==> src/hw/rtl/sfgr_pkg.sv <==
// ----------------------------------------------------------------------------
// sfgr_pkg
// Shared widths, constants and controller/datapath interface types for the
// stereo fade gain ramp.
// ----------------------------------------------------------------------------
package sfgr_pkg;

    // Field widths
    localparam int SAMPLE_BITS     = 24;
    localparam int RAMP_COUNT_BITS = 24;
    localparam int GAIN_FRAC_BITS  = 24;

    // Derived widths: applied gain Q1.F, accumulator Q1.2F, signed step
    localparam int GAIN_W    = GAIN_FRAC_BITS + 1;
    localparam int ACC_W     = 2 * GAIN_FRAC_BITS + 1;
    localparam int STEP_W    = ACC_W + 1;
    localparam int MUL_W     = ((SAMPLE_BITS > GAIN_W) ? SAMPLE_BITS : GAIN_W) + 1;
    localparam int DIV_CNT_W = $clog2(ACC_W + 1);

    // Accumulator value of unity gain
    localparam logic [ACC_W-1:0] ACC_ONE = ACC_W'(1) << (2 * GAIN_FRAC_BITS);

    // Shared multiplier operand selection
    typedef enum logic [1:0] {
        MUL_GG    = 2'd0,
        MUL_G2    = 2'd1,
        MUL_LEFT  = 2'd2,
        MUL_RIGHT = 2'd3
    } t_mul_sel;

    // Controller to datapath commands
    typedef struct packed {
        logic     frame_start;
        logic     g4_load;
        logic     left_load;
        logic     emit;
        logic     ramp_start;
        logic     div_step;
        logic     div_finish;
        t_mul_sel mul_sel;
    } t_dp_cmd;

    // Datapath to controller status
    typedef struct packed {
        logic len_zero;
        logic div_done;
    } t_dp_status;

endpackage

==> src/hw/rtl/stereo_fade_gain_ramp_top.sv <==
// ----------------------------------------------------------------------------
// stereo_fade_gain_ramp_top
// Stereo fade stage: linear gain ramp with a quartic volume curve.
// ----------------------------------------------------------------------------
// Frame: steps g^2, g^4, left, right on the single shared multiplier; no new
//   item is taken until the last one is emitted.
// Ramp command: a zero length sets the gain directly, else the bit-serial
//   step divider runs (one quotient bit per cycle); no result.
// Reset (synchronous, active low) sets silent gain, no ramp, no result.
// ----------------------------------------------------------------------------
module stereo_fade_gain_ramp_top
    import sfgr_pkg::*;
(
    input  logic                              i_clk,
    input  logic                              i_rst_n,
    input  logic                              i_in_valid,
    output logic                              o_in_stall,
    input  logic                              i_mode,
    input  logic                              i_target_play,
    input  logic        [RAMP_COUNT_BITS-1:0] i_ramp_frames,
    input  logic signed [SAMPLE_BITS-1:0]     i_left_sample,
    input  logic signed [SAMPLE_BITS-1:0]     i_right_sample,
    output logic                              o_out_valid,
    input  logic                              i_out_stall,
    output logic signed [SAMPLE_BITS-1:0]     o_left_out,
    output logic signed [SAMPLE_BITS-1:0]     o_right_out,
    output logic        [GAIN_W-1:0]          o_gain_level,
    output logic                              o_ramping
);

    t_dp_cmd    cmd;
    t_dp_status status;

    // Sequencer
    sfgr_ctrl u_ctrl (
        .i_clk       (i_clk),
        .i_rst_n     (i_rst_n),
        .i_in_valid  (i_in_valid),
        .o_in_stall  (o_in_stall),
        .i_mode      (i_mode),
        .i_out_stall (i_out_stall),
        .o_out_valid (o_out_valid),
        .i_status    (status),
        .o_cmd       (cmd)
    );

    // Gain state and arithmetic
    sfgr_dpath u_dpath (
        .i_clk          (i_clk),
        .i_rst_n        (i_rst_n),
        .i_cmd          (cmd),
        .o_status       (status),
        .i_target_play  (i_target_play),
        .i_ramp_frames  (i_ramp_frames),
        .i_left_sample  (i_left_sample),
        .i_right_sample (i_right_sample),
        .o_left_out     (o_left_out),
        .o_right_out    (o_right_out),
        .o_gain_level   (o_gain_level),
        .o_ramping      (o_ramping)
    );

endmodule

==> src/hw/rtl/sfgr_ctrl.sv <==
// ----------------------------------------------------------------------------
// sfgr_ctrl
// Sequencer for the fade gain stage: frame multiply steps, ramp step division
// and the output register handshake.
// ----------------------------------------------------------------------------
module sfgr_ctrl
    import sfgr_pkg::*;
(
    input  logic       i_clk,
    input  logic       i_rst_n,
    input  logic       i_in_valid,
    output logic       o_in_stall,
    input  logic       i_mode,
    input  logic       i_out_stall,
    output logic       o_out_valid,
    input  t_dp_status i_status,
    output t_dp_cmd    o_cmd
);

    typedef enum logic [4:0] {
        ST_IDLE = 5'b00001,
        ST_G4   = 5'b00010,
        ST_LEFT = 5'b00100,
        ST_EMIT = 5'b01000,
        ST_DIV  = 5'b10000
    } t_state;

    t_state r_state, n_state;
    logic   r_out_valid, n_out_valid;
    logic   in_accept;
    logic   out_free;

    assign in_accept  = i_in_valid && (r_state == ST_IDLE);
    assign o_in_stall = (r_state != ST_IDLE);
    assign out_free   = !r_out_valid || !i_out_stall;

    // Sequence the work of one item
    always_comb begin
        n_state = r_state;
        o_cmd   = '0;
        unique case (r_state)
            ST_IDLE: begin
                o_cmd.mul_sel = MUL_GG;
                if (in_accept) begin
                    if (i_mode) begin
                        o_cmd.ramp_start = 1'b1;
                        n_state = i_status.len_zero ? ST_IDLE : ST_DIV;
                    end else begin
                        o_cmd.frame_start = 1'b1;
                        n_state = ST_G4;
                    end
                end
            end
            ST_G4: begin
                o_cmd.mul_sel = MUL_G2;
                o_cmd.g4_load = 1'b1;
                n_state = ST_LEFT;
            end
            ST_LEFT: begin
                o_cmd.mul_sel   = MUL_LEFT;
                o_cmd.left_load = 1'b1;
                n_state = ST_EMIT;
            end
            ST_EMIT: begin
                o_cmd.mul_sel = MUL_RIGHT;
                if (out_free) begin
                    o_cmd.emit = 1'b1;
                    n_state = ST_IDLE;
                end
            end
            ST_DIV: begin
                o_cmd.mul_sel = MUL_GG;
                if (i_status.div_done) begin
                    o_cmd.div_finish = 1'b1;
                    n_state = ST_IDLE;
                end else begin
                    o_cmd.div_step = 1'b1;
                end
            end
            default: begin
                n_state = ST_IDLE;
            end
        endcase
    end

    // Hold the result valid until it is transferred
    always_comb begin
        n_out_valid = r_out_valid;
        if (o_cmd.emit) begin
            n_out_valid = 1'b1;
        end else if (!i_out_stall) begin
            n_out_valid = 1'b0;
        end
    end

    always_ff @(posedge i_clk) begin
        if (!i_rst_n) begin
            r_state     <= ST_IDLE;
            r_out_valid <= 1'b0;
        end else begin
            r_state     <= n_state;
            r_out_valid <= n_out_valid;
        end
    end

    assign o_out_valid = r_out_valid;

    // A new result only appears from the emit step
    a_valid_from_emit: assert property (@(posedge i_clk) disable iff (!i_rst_n)
        $rose(r_out_valid) |-> $past(r_state) == ST_EMIT)
        else $error("result valid rose outside the emit step");

    // Never overwrite a result still waiting to be transferred
    a_no_overwrite: assert property (@(posedge i_clk) disable iff (!i_rst_n)
        (r_out_valid && i_out_stall) |-> !o_cmd.emit)
        else $error("emit while the output register is stalled");

    // A frame always reaches the emit step by way of the g^4 and left steps
    a_frame_path: assert property (@(posedge i_clk) disable iff (!i_rst_n)
        (in_accept && !i_mode) |-> ##3 (r_state == ST_EMIT))
        else $error("frame did not reach the emit step in sequence");

endmodule

==> src/hw/rtl/sfgr_dpath.sv <==
// ----------------------------------------------------------------------------
// sfgr_dpath
// Gain state, shared multiplier for the quartic curve and sample scaling,
// bit-serial divider for the ramp step, and the result register.
// ----------------------------------------------------------------------------
module sfgr_dpath
    import sfgr_pkg::*;
(
    input  logic                          i_clk,
    input  logic                          i_rst_n,
    input  t_dp_cmd                       i_cmd,
    output t_dp_status                    o_status,
    input  logic                          i_target_play,
    input  logic        [RAMP_COUNT_BITS-1:0] i_ramp_frames,
    input  logic signed [SAMPLE_BITS-1:0] i_left_sample,
    input  logic signed [SAMPLE_BITS-1:0] i_right_sample,
    output logic signed [SAMPLE_BITS-1:0] o_left_out,
    output logic signed [SAMPLE_BITS-1:0] o_right_out,
    output logic        [GAIN_W-1:0]      o_gain_level,
    output logic                          o_ramping
);

    // Gain state
    logic [ACC_W-1:0]           r_accum, n_accum;
    logic                       r_target_full, n_target_full;
    logic [STEP_W-1:0]          r_step, n_step;
    logic [RAMP_COUNT_BITS-1:0] r_frames_left, n_frames_left;

    // Divider
    logic [RAMP_COUNT_BITS-1:0] r_len;
    logic [RAMP_COUNT_BITS-1:0] r_rem;
    logic [ACC_W-1:0]           r_quo;
    logic                       r_div_neg;
    logic [DIV_CNT_W-1:0]       r_div_cnt;

    // Frame work registers
    logic signed [SAMPLE_BITS-1:0] r_left_in, r_right_in;
    logic [GAIN_W-1:0]             r_g2, r_g4;
    logic signed [SAMPLE_BITS-1:0] r_left_res;

    // Result register
    logic signed [SAMPLE_BITS-1:0] r_out_left, r_out_right;
    logic [GAIN_W-1:0]             r_out_gain;
    logic                          r_out_ramping;

    logic [GAIN_W-1:0]             gain;
    logic signed [MUL_W-1:0]       mul_a, mul_b;
    logic signed [2*MUL_W-1:0]     mul_p;
    logic [RAMP_COUNT_BITS-1:0]    even_len;
    logic [ACC_W-1:0]              diff_mag;
    logic [RAMP_COUNT_BITS:0]      rem_sh;
    logic                          rem_ge;
    logic [STEP_W:0]               sum;
    logic [ACC_W-1:0]              sum_clamped;
    logic                          active;
    logic [RAMP_COUNT_BITS-1:0]    frames_dec;

    assign gain   = r_accum[ACC_W-1:GAIN_FRAC_BITS];
    assign active = (r_frames_left != '0);

    // Select operands for the shared multiplier
    always_comb begin
        unique case (i_cmd.mul_sel)
            MUL_GG: begin
                mul_a = signed'({{(MUL_W-GAIN_W){1'b0}}, gain});
                mul_b = signed'({{(MUL_W-GAIN_W){1'b0}}, gain});
            end
            MUL_G2: begin
                mul_a = signed'({{(MUL_W-GAIN_W){1'b0}}, r_g2});
                mul_b = signed'({{(MUL_W-GAIN_W){1'b0}}, r_g2});
            end
            MUL_LEFT: begin
                mul_a = signed'({{(MUL_W-SAMPLE_BITS){r_left_in[SAMPLE_BITS-1]}}, r_left_in});
                mul_b = signed'({{(MUL_W-GAIN_W){1'b0}}, r_g4});
            end
            default: begin
                mul_a = signed'({{(MUL_W-SAMPLE_BITS){r_right_in[SAMPLE_BITS-1]}},
                                 r_right_in});
                mul_b = signed'({{(MUL_W-GAIN_W){1'b0}}, r_g4});
            end
        endcase
    end

    assign mul_p = mul_a * mul_b;

    // Ramp length rounded down to even, and distance to the new target
    assign even_len = {i_ramp_frames[RAMP_COUNT_BITS-1:1], 1'b0};
    assign diff_mag = i_target_play ? (ACC_ONE - r_accum) : r_accum;

    assign o_status.len_zero = (even_len == '0);
    assign o_status.div_done = (r_div_cnt == '0);

    // One quotient bit per step
    assign rem_sh = {r_rem, r_quo[ACC_W-1]};
    assign rem_ge = (rem_sh >= {1'b0, r_len});

    // Advance the gain by the step and hold it within silence and unity
    assign sum = {2'b00, r_accum} + {r_step[STEP_W-1], r_step};
    always_comb begin
        if (sum[STEP_W]) begin
            sum_clamped = '0;
        end else if (sum > (STEP_W+1)'(ACC_ONE)) begin
            sum_clamped = ACC_ONE;
        end else begin
            sum_clamped = sum[ACC_W-1:0];
        end
    end
    assign frames_dec = r_frames_left - RAMP_COUNT_BITS'(1);

    // Next gain state
    always_comb begin
        n_accum       = r_accum;
        n_target_full = r_target_full;
        n_step        = r_step;
        n_frames_left = r_frames_left;
        priority if (i_cmd.ramp_start) begin
            n_target_full = i_target_play;
            if (even_len == '0) begin
                n_accum       = i_target_play ? ACC_ONE : '0;
                n_step        = '0;
                n_frames_left = '0;
            end
        end else if (i_cmd.div_finish) begin
            n_step        = r_div_neg ? -{1'b0, r_quo} : {1'b0, r_quo};
            n_frames_left = r_len;
        end else if (i_cmd.emit && active) begin
            n_frames_left = frames_dec;
            if (frames_dec == '0) begin
                n_accum = r_target_full ? ACC_ONE : '0;
                n_step  = '0;
            end else begin
                n_accum = sum_clamped;
            end
        end else begin
            // Hold the gain between steps
            n_accum = r_accum;
        end
    end

    always_ff @(posedge i_clk) begin
        if (!i_rst_n) begin
            r_accum       <= '0;
            r_target_full <= 1'b0;
            r_step        <= '0;
            r_frames_left <= '0;
            r_div_cnt     <= '0;
        end else begin
            r_accum       <= n_accum;
            r_target_full <= n_target_full;
            r_step        <= n_step;
            r_frames_left <= n_frames_left;
            if (i_cmd.ramp_start) begin
                r_div_cnt <= DIV_CNT_W'(ACC_W);
            end else if (i_cmd.div_step) begin
                r_div_cnt <= r_div_cnt - DIV_CNT_W'(1);
            end
        end
    end

    // Divider and frame work registers
    always_ff @(posedge i_clk) begin
        if (i_cmd.ramp_start) begin
            r_len     <= even_len;
            r_rem     <= '0;
            r_quo     <= diff_mag;
            r_div_neg <= !i_target_play;
        end else if (i_cmd.div_step) begin
            r_rem <= rem_ge ? RAMP_COUNT_BITS'(rem_sh - {1'b0, r_len})
                            : rem_sh[RAMP_COUNT_BITS-1:0];
            r_quo <= {r_quo[ACC_W-2:0], rem_ge};
        end
        if (i_cmd.frame_start) begin
            r_left_in  <= i_left_sample;
            r_right_in <= i_right_sample;
            r_g2       <= mul_p[GAIN_FRAC_BITS +: GAIN_W];
        end
        if (i_cmd.g4_load) begin
            r_g4 <= mul_p[GAIN_FRAC_BITS +: GAIN_W];
        end
        if (i_cmd.left_load) begin
            r_left_res <= mul_p[GAIN_FRAC_BITS +: SAMPLE_BITS];
        end
        if (i_cmd.emit) begin
            r_out_left    <= r_left_res;
            r_out_right   <= mul_p[GAIN_FRAC_BITS +: SAMPLE_BITS];
            r_out_gain    <= gain;
            r_out_ramping <= active;
        end
    end

    assign o_left_out   = r_out_left;
    assign o_right_out  = r_out_right;
    assign o_gain_level = r_out_gain;
    assign o_ramping    = r_out_ramping;

    // Gain never leaves the range from silence to unity
    a_gain_range: assert property (@(posedge i_clk) disable iff (!i_rst_n)
        r_accum <= ACC_ONE)
        else $error("gain accumulator above unity");

    // With no ramp counting down the step is cleared
    a_idle_step: assert property (@(posedge i_clk) disable iff (!i_rst_n)
        (r_frames_left == '0) |-> (r_step == '0))
        else $error("step left over with no ramp active");

    // The remainder stays below the divisor while dividing
    a_div_rem: assert property (@(posedge i_clk) disable iff (!i_rst_n)
        (i_cmd.div_step || i_cmd.div_finish) |-> (r_rem < r_len))
        else $error("divider remainder out of range");

endmodule
==> config.mk <==
export PLATFORM = sky130hd
export DESIGN_NAME = stereo_fade_gain_ramp_top
export DESIGN_NICKNAME = d
export VERILOG_FILES = /design/src/hw/rtl/sfgr_pkg.sv /design/src/hw/rtl/stereo_fade_gain_ramp_top.sv /design/src/hw/rtl/sfgr_ctrl.sv /design/src/hw/rtl/sfgr_dpath.sv
export SDC_FILE = /design/constraint.sdc
export NUM_CORES = 2
export LEC_CHECK = 0
export BUFFER_PORTS_ARGS = -buffer_cell sky130_fd_sc_hd__buf_2
export CELL_PAD_IN_SITES_DETAIL_PLACEMENT = 2
export CELL_PAD_IN_SITES_GLOBAL_PLACEMENT = 2
export CORE_MARGIN = 2
export CORE_UTILIZATION = 35
export CTS_CLUSTER_DIAMETER = 150
export CTS_CLUSTER_SIZE = 25
export DETAILED_ROUTE_END_ITERATION = 8
export PLACE_DENSITY_LB_ADDON = 0.1
export SLEW_MARGIN = 20
export SYNTH_ARGS = -nofsm -noshare
export SYNTH_HDL_FRONTEND = slang
export SYNTH_SLANG_ARGS = --single-unit
export TNS_END_PERCENT = 50
==> constraint.sdc <==
create_clock -name i_clk -period 24.1 [get_ports i_clk]
set_input_delay 3.615 -clock i_clk [delete_from_list [all_inputs] [get_ports i_clk]]
set_output_delay 3.615 -clock i_clk [all_outputs]
set_load 0.005 [all_outputs]
==> summary.txt <==
Hold path
  – Hold Path Sink: u_dpath.o_left_out[19]
  – Min-delay src: u_dpath.r_left_res[19]
  – Hold crit path type: reg2reg
  – Hold path depth: 0

Pwr
  – Net Sw Power: approximately 0.37 mW
  – Clock power frac: 0.329
  – VDD IR-drop max: between 80 and 90 uV
  – Pleak: around 21 nW
  – Internal power: approximately 1.0 mW
  – Switching share of power: 0.2641
  – Design Power: ~1.4 mW
  – Flop pwr share: 0.588
  – Comb power frac: 0.082
  – Power Dens Cells: between 20 and 30 nW/um^2

Logic synthesis
  – Post-synth cell types: between 80 and 90
  – Asr flop ratio synth: 0
  – Mapped Cells: 4,615
  – Predominant post-synthesis flop cell: edfxtp_1
  – Syn Std Cell Area: about 44,000 um^2
  – EDFF count, synth: 269
  – FF+latch count, synth: 429
  – Synth area leaders: fa_1 (30%), edfxtp_1 (18%), dfxtp_1 (7.3%)
  – Syn. warnings: 0
  – Net Count, Synth: between 5,000 and 6,000
  – Most area-hungry cell type in the Yosys netlist: fa_1
  – Sequential fraction of the synthesis area: 0.2581
  – Share of the synthesized area in the top cell type: 0.3019
  – Syn_area_per_cell: about 9.5 um^2

Worst setup path
  – Crit path depth: 33
  – Critical path's slowest cell: xor2_1
  – Crit path max-delay family: adder cells
  – R2R cell count: 33
  – Critical path's most frequent cell: fa_1
  – Crit-path max FO: 56
  – CP max stage delay: 0.81 ns
  – Crit path required time: 24.37 ns
  – Buf/Inv on CP: 8
  – Internal reg-to-reg setup slack: between 10 and 15 ns
  – Crit path kind: reg2reg
  – CP endpoint kind: register
  – Reg-to-reg startpoint: u_ctrl.r_state[4]
  – R2R Path End: u_dpath.r_g2[16]
  – Arr. time, crit path: about 13 ns
  – CP startpoint kind: register

Placement
  – I/O Buffers: 152
  – Routability Congestion: approximately 0.85
  – Detailed placement HPWL: 121,000 um

Timing
  – RSZ-0062 raised after global routing: no
  – Slew HR: 0.1850
  – Setup TNS: 0 ns
  – Post-Route Skew: about 0.037 ns
  – Setup violations, final: 0
  – Final hold viol count: 0
  – Maximum clock rate: between 80 and 90 MHz
  – Tcrit/Tclk final: 0.5102
  – Worst slew pin tran: 1.214 ns
  – Min Clock Period, post-route: roughly 12 ns
  – Max-slew violations: 0

GRT
  – Global-route wire length before repair: 237,100 um
  – Largest net degree at the start of global routing: around 110
  – GRT Total Usage: 0.2489
  – Gr ovfl total: 0
  – Antenna violations before repair: 10
  – Vias in the first global route: between 30,000 and 40,000

Die
  – Chip Height: roughly 360 um
  – Core area: 123,800 um^2
  – Die Wd: around 360 um
  – Rows: 129
  – Initial Util: 0.3530
  – I/O Pins: around 150
  – Die area: about 130,000 um^2

Cells and area
  – Antenna diodes: 0
  – Nets: 5,626
  – Layout area overhead: 8.048%
  – Share of cells above drive strength 1: 0.07505

Detailed routing
  – Routed WL: about 160,000 um
  – # DRC: 0
  – Pre-antenna DRT Iters: 5
  – Via/cell ratio: about 5.3
  – Routed len/inst: 24.68 um
  – Detail Route Antenna Nets: 0
  – Vias: approximately 33,000
  – Drt initial violations: 1,833

CTS
  – Root Driver: clkbuf_16
  – Cts bufs inserted: 22
  – Clock latency on the worst-skew pair: approximately 0.62 ns
  – H-tree depth: 1
  – CTS Hold Bufs: 0
  – Clock Path Buffers: 3
  – Clk pin slew, worst setup/hold paths: ~0.11 ns
  – Sink Count: approximately 430
  – CTS tree: done
  – Cts repair resizes: 0
  – Post-CTS setup buffer count: 0

Run
  – Total of max-cap violations: 0

Status
  – Status: finished clean
[placed cells by master, fill, tap and decap left out, types with 22 or more instances in the layout]
cell | netlist | routed
a22oi_1 | 75 | 75
buf_2 | 10 | 152
nor2b_1 | 71 | 71
edfxtp_1 | 269 | 269
and2_1 | 25 | 23
nor2_1 | 529 | 525
nand4_1 | 32 | 32
a21o_1 | 38 | 38
o21a_1 | 34 | 34
o31ai_1 | 35 | 35
nand2_1 | 508 | 508
dfxtp_1 | 160 | 160
a21oi_1 | 127 | 124
nor3_1 | 45 | 45
o21ai_2 | 20 | 25
xnor2_1 | 137 | 136
buf_4 | 0 | 86
clkbuf_16 | 0 | 23
or3_1 | 24 | 24
nand3_1 | 61 | 59
a21boi_0 | 22 | 22
nor4_1 | 23 | 23
mux2i_1 | 22 | 22
ha_1 | 215 | 215
fa_1 | 659 | 659
o21ai_0 | 201 | 197
inv_1 | 754 | 752
xor2_1 | 72 | 72
[cell families after synthesis]
family	after synthesis	share of synthesized area
compound gates	708	0.1055
xor+xnor	209	0.04189
fa+ha+maj	874	0.3635
buf+inv	961	0.08335
flops	429	0.2581
mux	22	0.005039
simple gates	1412	0.1427
[power groups by stage]
stage          Sequential, mW  Clock [mW]  Combinational [mW]
2_1_floorplan           0.824           0              0.0692
3_3_place_gp            0.830           0               0.112
3_5_place_dp            0.831           0               0.115
4_1_cts                 0.814       0.474               0.115
5_1_grt                 0.816       0.495               0.126
6_report                0.814       0.456               0.114
[per-layer routing]
metal	wire, um	track usage	share of wire
met4	4080	0.05992	0.026
met3	7097	0.03005	0.045
met2	71490	0.4027	0.46
met1	73430	0.3551	0.47
met5	57	0	0.00037
[cell type report]
class	count	area (um^2)
fill	13612	76580
multi-input combinational	3225	28950
sequential	429	11280
inverter	757	2841
tap	1637	2048
timing repair buffer	239	1418
clock buffer	35	620.6
clock inverter	5	56.30
[how the worst max path moves through the flow]
stage	slack, ns	end	start
final	11.80	u_dpath.r_g2[16]	u_ctrl.r_state[4]
after global routing	11.23	u_dpath.o_right_out[20]	u_ctrl.r_state[4]
after CTS	11.73	u_dpath.o_right_out[20]	u_ctrl.r_state[4]
after detailed placement	11.82	u_dpath.r_left_res[20]	u_ctrl.r_state[4]
after global placement	11.97	u_dpath.r_left_res[16]	u_ctrl.r_state[4]
after floorplan	13.89	u_dpath.o_right_out[17]	u_ctrl.r_state[4]
[state kept, by name (all words and copies together) (netlist names), 24 cells and up]
name	flops
u_dpath.r_frames_left	24
u_dpath.o_right_out	24
u_dpath.r_left_in	24
u_dpath.r_left_res	24
u_dpath.o_gain_level	25
u_dpath.r_accum	49
u_dpath.r_quo	49
u_dpath.r_g2	25
u_dpath.r_right_in	24
u_dpath.r_g4	25
u_dpath.r_rem	24
u_dpath.r_step	50
u_dpath.o_left_out	24
[Yosys cell counts (9+ instances only)]
cell      instances
a21boi_0         22
mux2i_1          22
fa_1            659
o211ai_1         11
a22oi_1          75
a21oi_1         127
xnor2_1         137
nor3b_1           9
or4_1            15
o41ai_1          12
or2_2            10
o21a_1           34
clkbuf_1        181
and3_1           11
a21o_1           38
nor4_1           23
nand4_1          32
o31ai_1          35
nand3_1          61
buf_1            10
and2_1           25
dfxtp_1         160
buf_2            10
nor2b_1          71
inv_1           754
nor3_1           45
or3_1            24
o21bai_1         13
o21ai_2          20
o21ai_1          20
xor2_1           72
ha_1            215
o21ai_0         201
nand2b_1         19
nand2_1         508
edfxtp_1        269
nor2_1          529
a31oi_1          12
[metrics by stage]
stage | hold slack [ns] | worst slack, ns | cells | area [um^2] | util
2_1_floorplan | 0.4003 | 13.89 | 4615 | 43700 | -
3_3_place_gp | 0.4014 | 11.97 | 6287 | 46530 | 0.3758
3_5_place_dp | 0.4057 | 11.82 | 6287 | 46530 | 0.3758
4_1_cts | 0.4278 | 11.73 | 6327 | 47210 | 0.3813
5_1_grt | 0.4395 | 11.23 | 6327 | 47220 | 0.3814
6_report | 0.4195 | 11.80 | 6327 | 47220 | 0.3814
Power figures use the tool's default switching activity.
